## src/rcrt_pkg.sv

```systemverilog
package rcrt_pkg;

	typedef enum logic [3:0] {
		S_IDLE,
		S_RD,
		S_EV,
		S_OFF,
		S_LM1,
		S_DEC,
		S_NRD,
		S_NEV,
		S_WPREV,
		S_WCUR,
		S_WNEXT,
		S_WONE,
		S_WREST,
		S_SHRD,
		S_SHWR,
		S_DONE
	} state_t;

	// how a mark reshapes the missing run it lands in
	typedef enum logic [1:0] {
		ED_JOIN,
		ED_HEAD,
		ED_TAIL,
		ED_SPLIT
	} edit_t;

	typedef enum logic {
		ALU_ADD,
		ALU_SUB
	} alu_op_t;

	typedef struct packed {
		logic wr_en;
		logic init;
	} st_ctl_t;

	localparam logic REG_TOTAL = 1'b0;

endpackage

```

## src/rcrt_alu.sv

```systemverilog
module rcrt_alu import rcrt_pkg::*; #(
	parameter int INDEX_BITS = 32,
	localparam int LW = (INDEX_BITS < 32) ? INDEX_BITS : 32
) (
	input  alu_op_t         op,
	input  logic [LW-1:0]   a,
	input  logic [LW-1:0]   b,
	input  logic [LW-1:0]   c,
	output logic [LW-1:0]   y,
	output logic            lt
);

	always_comb begin
		unique case (op)
			ALU_ADD: y = a + b;
			ALU_SUB: y = a - b;
			default: y = a + b;
		endcase
	end

	assign lt = c < y;

endmodule

```

## src/rcrt_store.sv

```systemverilog
module rcrt_store import rcrt_pkg::*; #(
	parameter int MAX_RUNS   = 64,
	parameter int INDEX_BITS = 32,
	localparam int LW = (INDEX_BITS < 32) ? INDEX_BITS : 32,
	localparam int IW = $clog2(MAX_RUNS)
) (
	input  logic            clk,
	input  logic            arst_n,
	input  st_ctl_t         ctl,
	input  logic [IW-1:0]   wr_addr,
	input  logic [LW-1:0]   wr_data,
	input  logic [IW-1:0]   rd_addr,
	output logic [LW-1:0]   rd_data,
	output logic [LW-1:0]   head
);

	// entry zero lives in a register so it resets and is always visible
	logic [LW-1:0] mem [MAX_RUNS];
	logic [LW-1:0] mem_rd_s1;
	logic          rd_zero_s1;
	logic [LW-1:0] r0_q;

	always_ff @(posedge clk) begin
		if (ctl.wr_en && (wr_addr != '0)) begin
			mem[wr_addr] <= wr_data;
		end
		mem_rd_s1  <= mem[rd_addr];
		rd_zero_s1 <= (rd_addr == '0);
	end

	always_ff @(posedge clk or negedge arst_n) begin
		if (!arst_n) begin
			r0_q <= '0;
		end else if (ctl.init) begin
			r0_q <= '0;
		end else if (ctl.wr_en && (wr_addr == '0)) begin
			r0_q <= wr_data;
		end
	end

	assign rd_data = rd_zero_s1 ? r0_q : mem_rd_s1;
	assign head    = r0_q;

endmodule

```

## src/rcrt_ctrl.sv

```systemverilog
module rcrt_ctrl import rcrt_pkg::*; #(
	parameter int MAX_RUNS   = 64,
	parameter int INDEX_BITS = 32,
	localparam int LW = (INDEX_BITS < 32) ? INDEX_BITS : 32,
	localparam int CW = $clog2(MAX_RUNS + 1),
	localparam int IW = $clog2(MAX_RUNS)
) (
	input  logic            clk,
	input  logic            arst_n,
	input  logic            start,
	input  logic            mode,
	input  logic [31:0]     index,
	input  logic            cfg_we,
	input  logic [LW-1:0]   cfg_total,
	output logic            busy,
	output logic            done,
	output logic            is_received,
	output logic            all_received,
	output logic            overflow,
	output alu_op_t         alu_op,
	output logic [LW-1:0]   alu_a,
	output logic [LW-1:0]   alu_b,
	output logic [LW-1:0]   alu_c,
	input  logic [LW-1:0]   alu_y,
	input  logic            alu_lt,
	output st_ctl_t         st_ctl,
	output logic [IW-1:0]   st_wr_addr,
	output logic [LW-1:0]   st_wr_data,
	output logic [IW-1:0]   st_rd_addr,
	input  logic [LW-1:0]   st_rd_data
);

	state_t        state_q, state_d;
	edit_t         edit_q, edit_d;
	logic [CW-1:0] cnt_q, cnt_new_q, cnt_new_d;
	logic [CW-1:0] ptr_q, j_q;
	logic [LW-1:0] idx_q, pos_q, len_q, prev_q, off_q, lm1_q, acc_q;
	logic          mode_q, nxt_q, rcv_q, ovf_q, ovf_d;
	logic [CW-1:0] ptr_inc, ptr_dec, ptr_inc2, j_inc, wr_addr_c;
	logic          last_run, join_nxt;

	assign ptr_inc  = ptr_q + CW'(1);
	assign ptr_dec  = ptr_q - CW'(1);
	assign ptr_inc2 = ptr_q + CW'(2);
	assign j_inc    = j_q + CW'(1);
	assign last_run = (ptr_inc == cnt_q);
	assign join_nxt = (edit_q == ED_JOIN) && nxt_q;

	// classify the mark once offset and length-1 are known
	always_comb begin
		if (off_q == '0) begin
			edit_d = (lm1_q == '0) ? ED_JOIN : ED_HEAD;
		end else if (off_q == lm1_q) begin
			edit_d = ED_TAIL;
		end else begin
			edit_d = ED_SPLIT;
		end
		ovf_d = ((edit_d == ED_TAIL) && last_run && (cnt_q == CW'(MAX_RUNS))) ||
			((edit_d == ED_SPLIT) && (cnt_q > CW'(MAX_RUNS - 2)));
		unique case (edit_d)
			ED_JOIN:  cnt_new_d = last_run ? (cnt_q - CW'(1)) : (cnt_q - CW'(2));
			ED_HEAD:  cnt_new_d = cnt_q;
			ED_TAIL:  cnt_new_d = last_run ? (cnt_q + CW'(1)) : cnt_q;
			ED_SPLIT: cnt_new_d = cnt_q + CW'(2);
			default:  cnt_new_d = cnt_q;
		endcase
	end

	always_ff @(posedge clk or negedge arst_n) begin
		if (!arst_n) begin
			state_q <= S_IDLE;
		end else begin
			state_q <= state_d;
		end
	end

	always_comb begin
		state_d    = state_q;
		alu_op     = ALU_ADD;
		alu_a      = pos_q;
		alu_b      = st_rd_data;
		st_ctl     = '0;
		wr_addr_c  = ptr_q;
		st_wr_data = st_rd_data;
		st_rd_addr = ptr_q[IW-1:0];
		unique case (state_q)
			S_IDLE: begin
				if (cfg_we) begin
					st_ctl.wr_en = 1'b1;
					st_ctl.init  = 1'b1;
					wr_addr_c    = CW'(1);
					st_wr_data   = cfg_total;
				end
				if (start) begin
					state_d = S_RD;
				end
			end
			S_RD: begin
				state_d = S_EV;
			end
			S_EV: begin
				if (alu_lt) begin
					state_d = (mode_q && ptr_q[0]) ? S_OFF : S_DONE;
				end else begin
					state_d = last_run ? S_DONE : S_RD;
				end
			end
			S_OFF: begin
				alu_op  = ALU_SUB;
				alu_a   = idx_q;
				alu_b   = pos_q;
				state_d = S_LM1;
			end
			S_LM1: begin
				alu_op  = ALU_SUB;
				alu_a   = len_q;
				alu_b   = LW'(1);
				state_d = S_DEC;
			end
			S_DEC: begin
				if (ovf_d) begin
					state_d = S_DONE;
				end else begin
					unique case (edit_d)
						ED_JOIN:  state_d = last_run ? S_WPREV : S_NRD;
						ED_HEAD:  state_d = S_WPREV;
						ED_TAIL:  state_d = S_WCUR;
						ED_SPLIT: state_d = last_run ? S_WCUR : S_SHRD;
						default:  state_d = S_DONE;
					endcase
				end
			end
			S_NRD: begin
				st_rd_addr = ptr_inc[IW-1:0];
				state_d    = S_NEV;
			end
			S_NEV: begin
				alu_a   = st_rd_data;
				alu_b   = (edit_q == ED_JOIN) ? prev_q : LW'(1);
				state_d = (edit_q == ED_JOIN) ? S_WPREV : S_WNEXT;
			end
			S_WPREV: begin
				alu_a        = join_nxt ? acc_q : prev_q;
				alu_b        = LW'(1);
				st_ctl.wr_en = 1'b1;
				wr_addr_c    = ptr_dec;
				st_wr_data   = alu_y;
				if (edit_q == ED_HEAD) begin
					state_d = S_WCUR;
				end else if (join_nxt && (ptr_inc2 != cnt_q)) begin
					state_d = S_SHRD;
				end else begin
					state_d = S_DONE;
				end
			end
			S_WCUR: begin
				st_ctl.wr_en = 1'b1;
				st_wr_data   = (edit_q == ED_SPLIT) ? off_q : lm1_q;
				unique case (edit_q)
					ED_TAIL:  state_d = nxt_q ? S_NRD : S_WONE;
					ED_SPLIT: state_d = S_WONE;
					default:  state_d = S_DONE;
				endcase
			end
			S_WNEXT: begin
				st_ctl.wr_en = 1'b1;
				wr_addr_c    = ptr_inc;
				st_wr_data   = acc_q;
				state_d      = S_DONE;
			end
			S_WONE: begin
				st_ctl.wr_en = 1'b1;
				wr_addr_c    = ptr_inc;
				st_wr_data   = LW'(1);
				state_d      = (edit_q == ED_SPLIT) ? S_WREST : S_DONE;
			end
			S_WREST: begin
				alu_op       = ALU_SUB;
				alu_a        = lm1_q;
				alu_b        = off_q;
				st_ctl.wr_en = 1'b1;
				wr_addr_c    = ptr_inc2;
				st_wr_data   = alu_y;
				state_d      = S_DONE;
			end
			S_SHRD: begin
				st_rd_addr = j_q[IW-1:0];
				state_d    = S_SHWR;
			end
			S_SHWR: begin
				// joins pull later runs down by two, splits push them up by two
				st_ctl.wr_en = 1'b1;
				st_wr_data   = st_rd_data;
				if (edit_q == ED_JOIN) begin
					wr_addr_c = j_q - CW'(2);
					state_d   = (j_inc == cnt_q) ? S_DONE : S_SHRD;
				end else begin
					wr_addr_c = j_q + CW'(2);
					state_d   = (j_q == ptr_inc) ? S_WCUR : S_SHRD;
				end
			end
			S_DONE: begin
				state_d = S_IDLE;
			end
			default: begin
				state_d = S_IDLE;
			end
		endcase
	end

	assign st_wr_addr = wr_addr_c[IW-1:0];
	assign alu_c      = idx_q;

	always_ff @(posedge clk or negedge arst_n) begin
		if (!arst_n) begin
			cnt_q <= CW'(1);
		end else if ((state_q == S_IDLE) && cfg_we) begin
			cnt_q <= CW'(2);
		end else if ((state_d == S_DONE) && (state_q != S_EV) && (state_q != S_DEC) &&
			(state_q != S_DONE)) begin
			cnt_q <= cnt_new_q;
		end
	end

	always_ff @(posedge clk) begin
		unique case (state_q)
			S_IDLE: begin
				idx_q  <= index[LW-1:0];
				mode_q <= mode;
				ptr_q  <= '0;
				pos_q  <= '0;
				rcv_q  <= 1'b0;
				ovf_q  <= 1'b0;
			end
			S_EV: begin
				if (alu_lt) begin
					rcv_q <= !mode_q && !ptr_q[0];
					len_q <= st_rd_data;
				end else begin
					pos_q  <= alu_y;
					prev_q <= st_rd_data;
					ptr_q  <= ptr_inc;
				end
			end
			S_OFF: off_q <= alu_y;
			S_LM1: lm1_q <= alu_y;
			S_DEC: begin
				edit_q    <= edit_d;
				nxt_q     <= !last_run;
				ovf_q     <= ovf_d;
				cnt_new_q <= cnt_new_d;
				j_q       <= cnt_q - CW'(1);
			end
			S_NEV: acc_q <= alu_y;
			S_WPREV: begin
				if (join_nxt) begin
					j_q <= ptr_inc2;
				end
			end
			S_SHWR: j_q <= (edit_q == ED_JOIN) ? j_inc : (j_q - CW'(1));
			default: begin
			end
		endcase
	end

	assign busy         = (state_q != S_IDLE);
	assign done         = (state_q == S_DONE);
	assign is_received  = rcv_q;
	assign overflow     = ovf_q;
	assign all_received = (cnt_q == CW'(1));

endmodule

```

## src/received_chunk_run_tracker.sv

```systemverilog
// Tracks received chunks as alternating received/missing run lengths in a run
// memory, walked by one shared adder under a small sequencer. Pulse start with
// busy low; the result appears for exactly one cycle with done high and cannot
// be stalled, so sample it then. A query or mark walks the runs, each run visited
// taking a memory read, then an add and compare. A mark then computes its offset
// and length-1, classifies the mark and writes the changed runs, plus a read and
// a write per run moved when a split inserts or a join removes entries, before
// the result. Runs walked and runs moved never add up to more than run_count, and
// the next start is taken in the cycle after done. Writing total_chunks (APB,
// address 0) restarts tracking and must be done while idle.
module received_chunk_run_tracker import rcrt_pkg::*; #(
	parameter int MAX_RUNS   = 64,
	parameter int INDEX_BITS = 32
) (
	input  logic        clk,
	input  logic        arst_n,
	input  logic        start,
	output logic        busy,
	input  logic        mode,
	input  logic [31:0] index,
	output logic        done,
	output logic        is_received,
	output logic [31:0] first_missing,
	output logic        all_received,
	output logic        overflow,
	input  logic        psel,
	input  logic        penable,
	input  logic        pwrite,
	input  logic [2:0]  paddr,
	input  logic [31:0] pwdata,
	output logic [31:0] prdata,
	output logic        pready
);

	localparam int LW = (INDEX_BITS < 32) ? INDEX_BITS : 32;
	localparam int IW = $clog2(MAX_RUNS);

	logic [LW-1:0] total_q;
	logic          cfg_we;
	logic          reg_sel;

	alu_op_t       alu_op;
	logic [LW-1:0] alu_a, alu_b, alu_c, alu_y;
	logic          alu_lt;
	st_ctl_t       st_ctl;
	logic [IW-1:0] st_wr_addr, st_rd_addr;
	logic [LW-1:0] st_wr_data, st_rd_data, head;

	assign pready  = 1'b1;
	assign reg_sel = (paddr[2] == REG_TOTAL);
	assign cfg_we  = psel && penable && pwrite && reg_sel;
	assign prdata  = reg_sel ? 32'(total_q) : '0;

	always_ff @(posedge clk or negedge arst_n) begin
		if (!arst_n) begin
			total_q <= '0;
		end else if (cfg_we) begin
			total_q <= pwdata[LW-1:0];
		end
	end

	rcrt_ctrl #(
		.MAX_RUNS   (MAX_RUNS),
		.INDEX_BITS (INDEX_BITS)
	) u_ctrl (
		.clk          (clk),
		.arst_n       (arst_n),
		.start        (start),
		.mode         (mode),
		.index        (index),
		.cfg_we       (cfg_we),
		.cfg_total    (pwdata[LW-1:0]),
		.busy         (busy),
		.done         (done),
		.is_received  (is_received),
		.all_received (all_received),
		.overflow     (overflow),
		.alu_op       (alu_op),
		.alu_a        (alu_a),
		.alu_b        (alu_b),
		.alu_c        (alu_c),
		.alu_y        (alu_y),
		.alu_lt       (alu_lt),
		.st_ctl       (st_ctl),
		.st_wr_addr   (st_wr_addr),
		.st_wr_data   (st_wr_data),
		.st_rd_addr   (st_rd_addr),
		.st_rd_data   (st_rd_data)
	);

	rcrt_alu #(
		.INDEX_BITS (INDEX_BITS)
	) u_alu (
		.op (alu_op),
		.a  (alu_a),
		.b  (alu_b),
		.c  (alu_c),
		.y  (alu_y),
		.lt (alu_lt)
	);

	rcrt_store #(
		.MAX_RUNS   (MAX_RUNS),
		.INDEX_BITS (INDEX_BITS)
	) u_store (
		.clk     (clk),
		.arst_n  (arst_n),
		.ctl     (st_ctl),
		.wr_addr (st_wr_addr),
		.wr_data (st_wr_data),
		.rd_addr (st_rd_addr),
		.rd_data (st_rd_data),
		.head    (head)
	);

	assign first_missing = 32'(head);

endmodule
```

## config.mk

```make
export PLATFORM = sky130hd
export DESIGN_NAME = received_chunk_run_tracker
export DESIGN_NICKNAME = d
export VERILOG_FILES = /design/src/rcrt_pkg.sv /design/src/rcrt_alu.sv /design/src/rcrt_store.sv /design/src/rcrt_ctrl.sv /design/src/received_chunk_run_tracker.sv
export SDC_FILE = /design/constraint.sdc
export NUM_CORES = 2
export LEC_CHECK = 0
export ABC_AREA = 1
export BUFFER_PORTS_ARGS = -buffer_cell sky130_fd_sc_hd__clkbuf_2
export CORE_MARGIN = 2
export CORE_UTILIZATION = 28
export DETAILED_ROUTE_END_ITERATION = 10
export SLEW_MARGIN = 30
export SYNTH_ARGS = -nofsm -noshare
export SYNTH_HDL_FRONTEND = slang
export SYNTH_SLANG_ARGS = --single-unit
export TNS_END_PERCENT = 5
```

## constraint.sdc

```tcl
create_clock -name clk -period 10.4 [get_ports clk]
set_input_delay 1.04 -clock clk [delete_from_list [all_inputs] [get_ports clk]]
set_output_delay 1.04 -clock clk [all_outputs]
set_load 0.005 [all_outputs]
```

# [Word-level counts from Yosys, hierarchy flattened]
# Memory sizes are Yosys's and may differ from the RTL's. A register that Yosys moved wholly into a read port is not among the register bits.
# Index checks and enable logic that the tools add are counted.
[word_totals] regBits=327 latch_bits=0 mem_bits_rw=2048 rom_bits=0 in_bits=74 n_memories=1
[op_classes] add_sub_neg=13 multipliers=0 n_div=0 n_lt_le_gt_ge=2 eq_ne=35 shifts=0 n_mux=58 bitwise=3 n_reduce_logical=45
[memory_table] memory="u_store.mem" words=64 word_bits=32 rd=1 rd_ports_with_merged_regs=1 wr=1 line_no="rcrt_store.sv:18" source="logic [LW-1:0] mem [MAX_RUNS];"
[op_table] op="$pmux 32 s5" count=2
[op_table] op="$mux 32" count=9
[op_table] op="$pmux 32 s2" count=2
[op_table] op="$pmux 32 s4" count=1
[op_table] op="$logic_not 32->1" count=2
[op_table] op="$pmux 4 s15" count=1
[op_table] op="$mux 7" count=7
[op_table] op="$eq 4x4->1 const B" count=9
[op_table] op="$add 32x32->32" count=1
[op_table] op="$eq 32x32->1" count=1
[op_table] op="$lt 32x32->1" count=1
[op_table] op="$mux 4" count=8
[op_table] op="$sub 32x32->32" count=1
[op_table] op="$pmux 6 s5" count=1
[op_table] op="$pmux 7 s4" count=1
[op_table] op="$add 7x1->7 const B" count=3
[op_table] op="$eq 7x7->1" count=3
[op_table] op="$pmux 7 s3" count=1
[op_table] op="$eq 4x3->1 const B" count=4
[op_table] op="$logic_and 1x1->1" count=16
[op_table] op="$pmux 4 s4" count=1
[op_table] op="$add 7x2->7 const B" count=2
[op_table] op="$pmux 7 s2" count=1
[op_table] op="$sub 7x1->7 const B" count=2
[op_table] op="38 further kinds" count=76

# [Depth between registers and ports, before layout]
[depth] depth_word=15 mapped_depth=45 ltp_nobuf=45

# [Hierarchy]
# From an unflattened synthesis, not the netlist that was laid out.
[hier_totals] cells_unflattened=11215 hier_area_um2=109951.7
[modules_own_cells] mod="rcrt_store" n_inst=1 cells_per_inst=8412 area_each_um2=88795.2 seq_area_each_um2=62960.4
[modules_own_cells] mod="rcrt_ctrl" n_inst=1 cells_per_inst=1757 area_each_um2=15225.9 seq_area_each_um2=7813.7
[modules_own_cells] mod="rcrt_alu" n_inst=1 cells_per_inst=833 area_each_um2=4340.4 seq_area_each_um2=0.0
[modules_own_cells] mod="received_chunk_run_tracker" n_inst=1 cells_per_inst=213 area_each_um2=1590.3 seq_area_each_um2=800.8

# [Least setup slack after synthesis]
# Ideal clock, no wire load.
[synth_timing] path_kind="register to register" start="register u_ctrl.state_q[0]" end="memory u_store.mem[0][27] in the netlist's numbering (data pin)" arrival_ps=6654 slack_ps=3174 path_stages_with_launch=27 synth_period_minus_slack_ps=7226 cell_sequence="dfrtp_1 nand2_1 nor2_2 buf_2 buf_2 buf_1 buf_1 nand2_1 o2111ai_1 ha_1 nand2_1 nand2_1 nand2_1 nand2_1 nand2_1 nand3_1 a21oi_1 o21ai_0 a21boi_0 o21ai_0 nand2_1 nand2_1 nand2_1 nand2_1 inv_1 nand2_1 a22oi_1"
[synth_between] elab_chain_cells=6
[synth_lines] element="start: declaration" line_no="rcrt_ctrl.sv:33" source="state_t state_q, state_d;"
[synth_lines] element="start signal: assignment" line_no="rcrt_ctrl.sv:73" source="state_q <= state_d;"
[synth_lines] element="$eq 4x3->1, or another cell as far along" line_no="rcrt_ctrl.sv:86" source="unique case (state_q)"
[synth_lines] element="$reduce_or 2->1 (no source line) or $reduce_or 3->1 (tied branches)"
[synth_lines] element="$pmux 32 s4 or $mux 1 (tied branches)" line_no="rcrt_ctrl.sv:86"
[synth_lines] element="$sub 32x32->32, or another cell as far along" line_no="rcrt_alu.sv:16" source="ALU_SUB: y = a - b;"
[synth_lines] element="$pmux 32 s2 (*)" line_no="rcrt_alu.sv:14" source="unique case (op)"
[synth_lines] element="named net alu_y[27]" line_no="received_chunk_run_tracker.sv:43" source="logic [LW-1:0] alu_a, alu_b, alu_c, alu_y;"
[synth_lines] element="$pmux 32 s5 (*)" line_no="rcrt_ctrl.sv:86"
[synth_lines] element="named net st_wr_data[27]" line_no="received_chunk_run_tracker.sv:47" source="logic [LW-1:0] st_wr_data, st_rd_data, head;"
[synth_lines] element="end: declaration" line_no="rcrt_store.sv:18"
# Mark *: on every way through the listed nets, which the timed path passes. The rest lies on a longest branch.

# [Worst setup path in the final report]
[layout_timing] start="register u_ctrl.edit_q[1]" end="register u_ctrl.prev_q[11] (enable)"
[layout_between] elab_chain_cells=9
[layout_lines] element="start: declaration" line_no="rcrt_ctrl.sv:34" source="edit_t edit_q, edit_d;"
[layout_lines] element="start signal: assignment" line_no="rcrt_ctrl.sv:248" source="edit_q <= edit_d;"
[layout_lines] element="$logic_not 2->1 (*)" line_no="rcrt_ctrl.sv:47, rcrt_ctrl.sv:139"
[layout_lines] element="$logic_and 1x1->1" line_no="rcrt_ctrl.sv:47" source="assign join_nxt = (edit_q == ED_JOIN) && nxt_q;"
[layout_lines] element="$mux 32" line_no="rcrt_ctrl.sv:143" source="alu_a = join_nxt ? acc_q : prev_q;"
[layout_lines] element="$pmux 32 s5" line_no="rcrt_ctrl.sv:86"
[layout_lines] element="$sub 32x32->32 or $add 32x32->32 (tied branches)"
[layout_lines] element="$pmux 32 s2 (*)" line_no="rcrt_alu.sv:14"
[layout_lines] element="named net alu_y[23]" line_no="received_chunk_run_tracker.sv:43"
[layout_lines] element="$lt 32x32->1 (*)" line_no="rcrt_alu.sv:21" source="assign lt = c < y;"
[layout_lines] element="$not 1->1 (no source line) (*)"
[layout_lines] element="$reduce_and 2->1 (no source line) (*)"
[layout_lines] element="end signal: assignment" line_no="rcrt_ctrl.sv:241" source="prev_q <= st_rd_data;"
[layout_lines] element="end: declaration" line_no="rcrt_ctrl.sv:37" source="logic [LW-1:0] idx_q, pos_q, len_q, prev_q, off_q, lm1_q, acc_q;"
# Marks and branches as above.
# A chain may end at the register's enable or synchronous reset.

==> run_results.csv <==
group,metric,value,unit
timing,drv_slew,0,
cts,post_cts.repair.setup_buffers,0,
critical_path,crit_slowest_cell,"inv_1",
route,firstDrtPassIters,6,
timing,hold_violations,0,
global_route,gr-total-overflow,0,
outcome,status,"finished clean",
global_route,track_usage,0.165,
critical_path,slowest_delay,0.70,ns
yosys,netlist_area,0.101,sq mm
route,totalWireLength,314,mm
critical_path,r2r_start,"u_ctrl.edit_q[1]",
cts,cts.repair.resized,0,
cts,clk-insertion-delay-late,0.90,ns
route,via_per_inst,5.23,
yosys,synth-seq-cells,2407,
place,io_buffer_count,140,
global_route,grt_pass1_vias,64945,
place,place_area,0.109,sq mm
job,cap_viol_max_count,0,
cts,h-tree-depth,4,
critical_path,worstPathRequired,10.87,ns
timing,tns,0,ns
yosys,syn_area_per_cell,12.1,sq um
yosys,yosys.area.top_type,"edfxtp_1",
yosys,synthTopCellsByArea,"edfxtp_1 68%, o21ai_0 5.8%, nor2_1 5.3%",
cts,cts_tree,"built",
timing,setup_viol,0,
cts,ctsHoldBuffers,0,
yosys,synthFlopType,"edfxtp_1",
die,die_y,606,microns
critical_path,endpoint_kind,"register",
yosys,synthArstFlopShare,0.0312,
yosys,ys_warn_count,0,
cells_and_area,drive_above_1_share,0.105,
cts,clock_path_buffers,3,
timing,max_freq,113,MHz
global_route,grt_pass1_wl,450,mm
timing,period_share,0.853,
place,place_congestion,0.926,
cells_and_area,nNetsFinal,8577,
timing,min_period,8.88,ns
cells_and_area,final.fill_count,35450,
cells_and_area,largest-register,"u_store.mem",
critical_path,arrival,9.35,ns
yosys,netlist_top_cells_count,"2299 x edfxtp_1, 1420 x nor2_1, 1168 x o21ai_0",
die,dieArea,0.367,sq mm
route,wl_met2,140,mm
cts,path_clk_slew,0.06,ns
cts,cts_root_buf,"clkbuf_16",
route,wl_per_cell,23.4,microns
die,core-area,0.360,sq mm
cells_and_area,multiInputGateArea,0.0273,sq mm
critical_path,path_class,"register to register",
place,hpwl,180,mm
timing,rsz0062_at_grt,"no",
route,wl_met3,32.0,mm
cells_and_area,syn_to_final_growth,15.2,%
route,vias,70110,
cells_and_area,seqCellArea,0.0716,sq mm
yosys,ys_seq_area_frac,0.706,
route,wl_met1,131,mm
yosys,synth_edf_count,2299,
route,routed.top_layer,"met4",
worst_hold_path,worstHoldPathType,"input pin to async pin",
timing,fin_skew,0.0883,ns
cts,clock_sinks,2407,
timing,tightest_slew,1.08,ns
cells_and_area,post-route-cell-area,0.117,sq mm
yosys,yosysUniqueCellTypes,74,
yosys,netlist.area_leader.share,0.681,
die,start_util,0.282,
die,rows,220,
critical_path,critPathLaunch,"u_ctrl.edit_q[1]",
die,ios,144,
critical_path,critPathLaunchType,"register",
route,drc_errors,0,
cells_and_area,largest_register_ffs,2048,
critical_path,cp_max_fo,19,
yosys,synthCells,8341,
route,antenna_left,0,
cts,numCtsBuffers,241,
global_route,antenna_found_initial,22,
yosys,synth_most_common_cell,"edfxtp_1",
global_route,grt_max_degree,179,
critical_path,cp_common_cell,"nand2_1",
die,die_w,606,microns
timing,max-slew-margin-rel,0.274,
route,drt_iter0_drc,8884,
-- critical path: cells and delay by family (launching register included) --
kind                     cells  cell delay (ns)
AO/OA/AOI/OAI                6             1.49
XOR/XNOR                     2             0.58
adder cells (fa/ha/maj)      3             0.90
buffers and inverters        9             2.33
flip-flops                   1             0.44
AND/OR/NAND/NOR             20             2.77
-- logic make-up (layout without fill, tap and decap cells) --
| kind of cell | Yosys count | in the layout | synth area share |
|---|---|---|---|
| fa+ha+maj | 79 | 79 | 0.00990 |
| other cells | 2 | 36 | 0.0000741 |
| compound gates | 2322 | 2322 | 0.138 |
| flops | 2407 | 2407 | 0.706 |
| simple gates | 2498 | 2498 | 0.100 |
| buf+inv | 910 | 1176 | 0.0348 |
| xor+xnor | 123 | 123 | 0.0106 |
-- placed cells by master (no fill, tap or decap), drive strengths merged, types with 4 or more instances in the layout --
master / count
nor4: 19
a32o: 30
o31ai: 4
conb: 33
or2: 4
buf: 203
clkinvlp: 19
clkbuf: 446
o21bai: 8
nor2: 1431
a211oi: 12
ha: 77
o21ai: 1203
a31oi: 37
edfxtp: 2299
xor2: 78
o32ai: 66
dfxtp: 33
inv: 370
o2111ai: 38
nand3: 167
o22ai: 337
nor3: 20
xnor2: 45
nand2: 755
nand4: 96
a221oi: 23
a21oi: 231
bufinv: 22
dfrtp: 74
a22oi: 19
clkinv: 116
a2111oi: 7
o211ai: 145
o221ai: 142
-- area by class of cell --
class,instances,area share
antenna,3,0.0000643
clock buffer,307,0.0554
clock inverter,150,0.0136
inverter,377,0.0125
multi-input combinational,5055,0.234
sequential,2407,0.613
tap,4773,0.0511
timing repair buffer,342,0.0209
-- metal layers --
| metal | global-route usage | up-vias |
|---|---|---|
| met2 | 0.256 | 3510 |
| met5 | 0 | - |
| met3 | 0.0337 | 551 |
| li1 | - | 30964 |
| met1 | 0.231 | 35085 |
| met4 | 0.0545 | 0 |
-- final timing paths --
check | end | slack [ns] | depth (start not counted)
worst max-delay path | u_ctrl.prev_q[11] | 1.52 | 40
min in group clk | u_ctrl.alu_c[7] | 0.34 | 1
worst max register to register | u_ctrl.prev_q[11] | 1.52 | 40
max in group asynchronous | u_ctrl.cnt_q[3] | 9.17 | 2
worst min-delay path | total_q[1] | 0.09 | 1
worst min register to register | u_ctrl.cnt_q[6] | 0.50 | 2
-- through the flow --
step | setup WS [ns] | util | hold WS (ns) | cells
after global placement | 1.59 | 0.302 | 0.489 | 12952
after global routing | 1.02 | 0.325 | 0.0918 | 13411
after detailed placement | 1.81 | 0.302 | 0.493 | 12954
final | 1.52 | 0.325 | 0.0911 | 13414
after floorplan | 3.17 | - | 0.474 | 8372
after CTS | 1.81 | 0.325 | 0.0485 | 13411
Power is left out: the tool's default activity adds up to more than one toggle a clock period on the data nets, which glitch-free logic cannot reach.
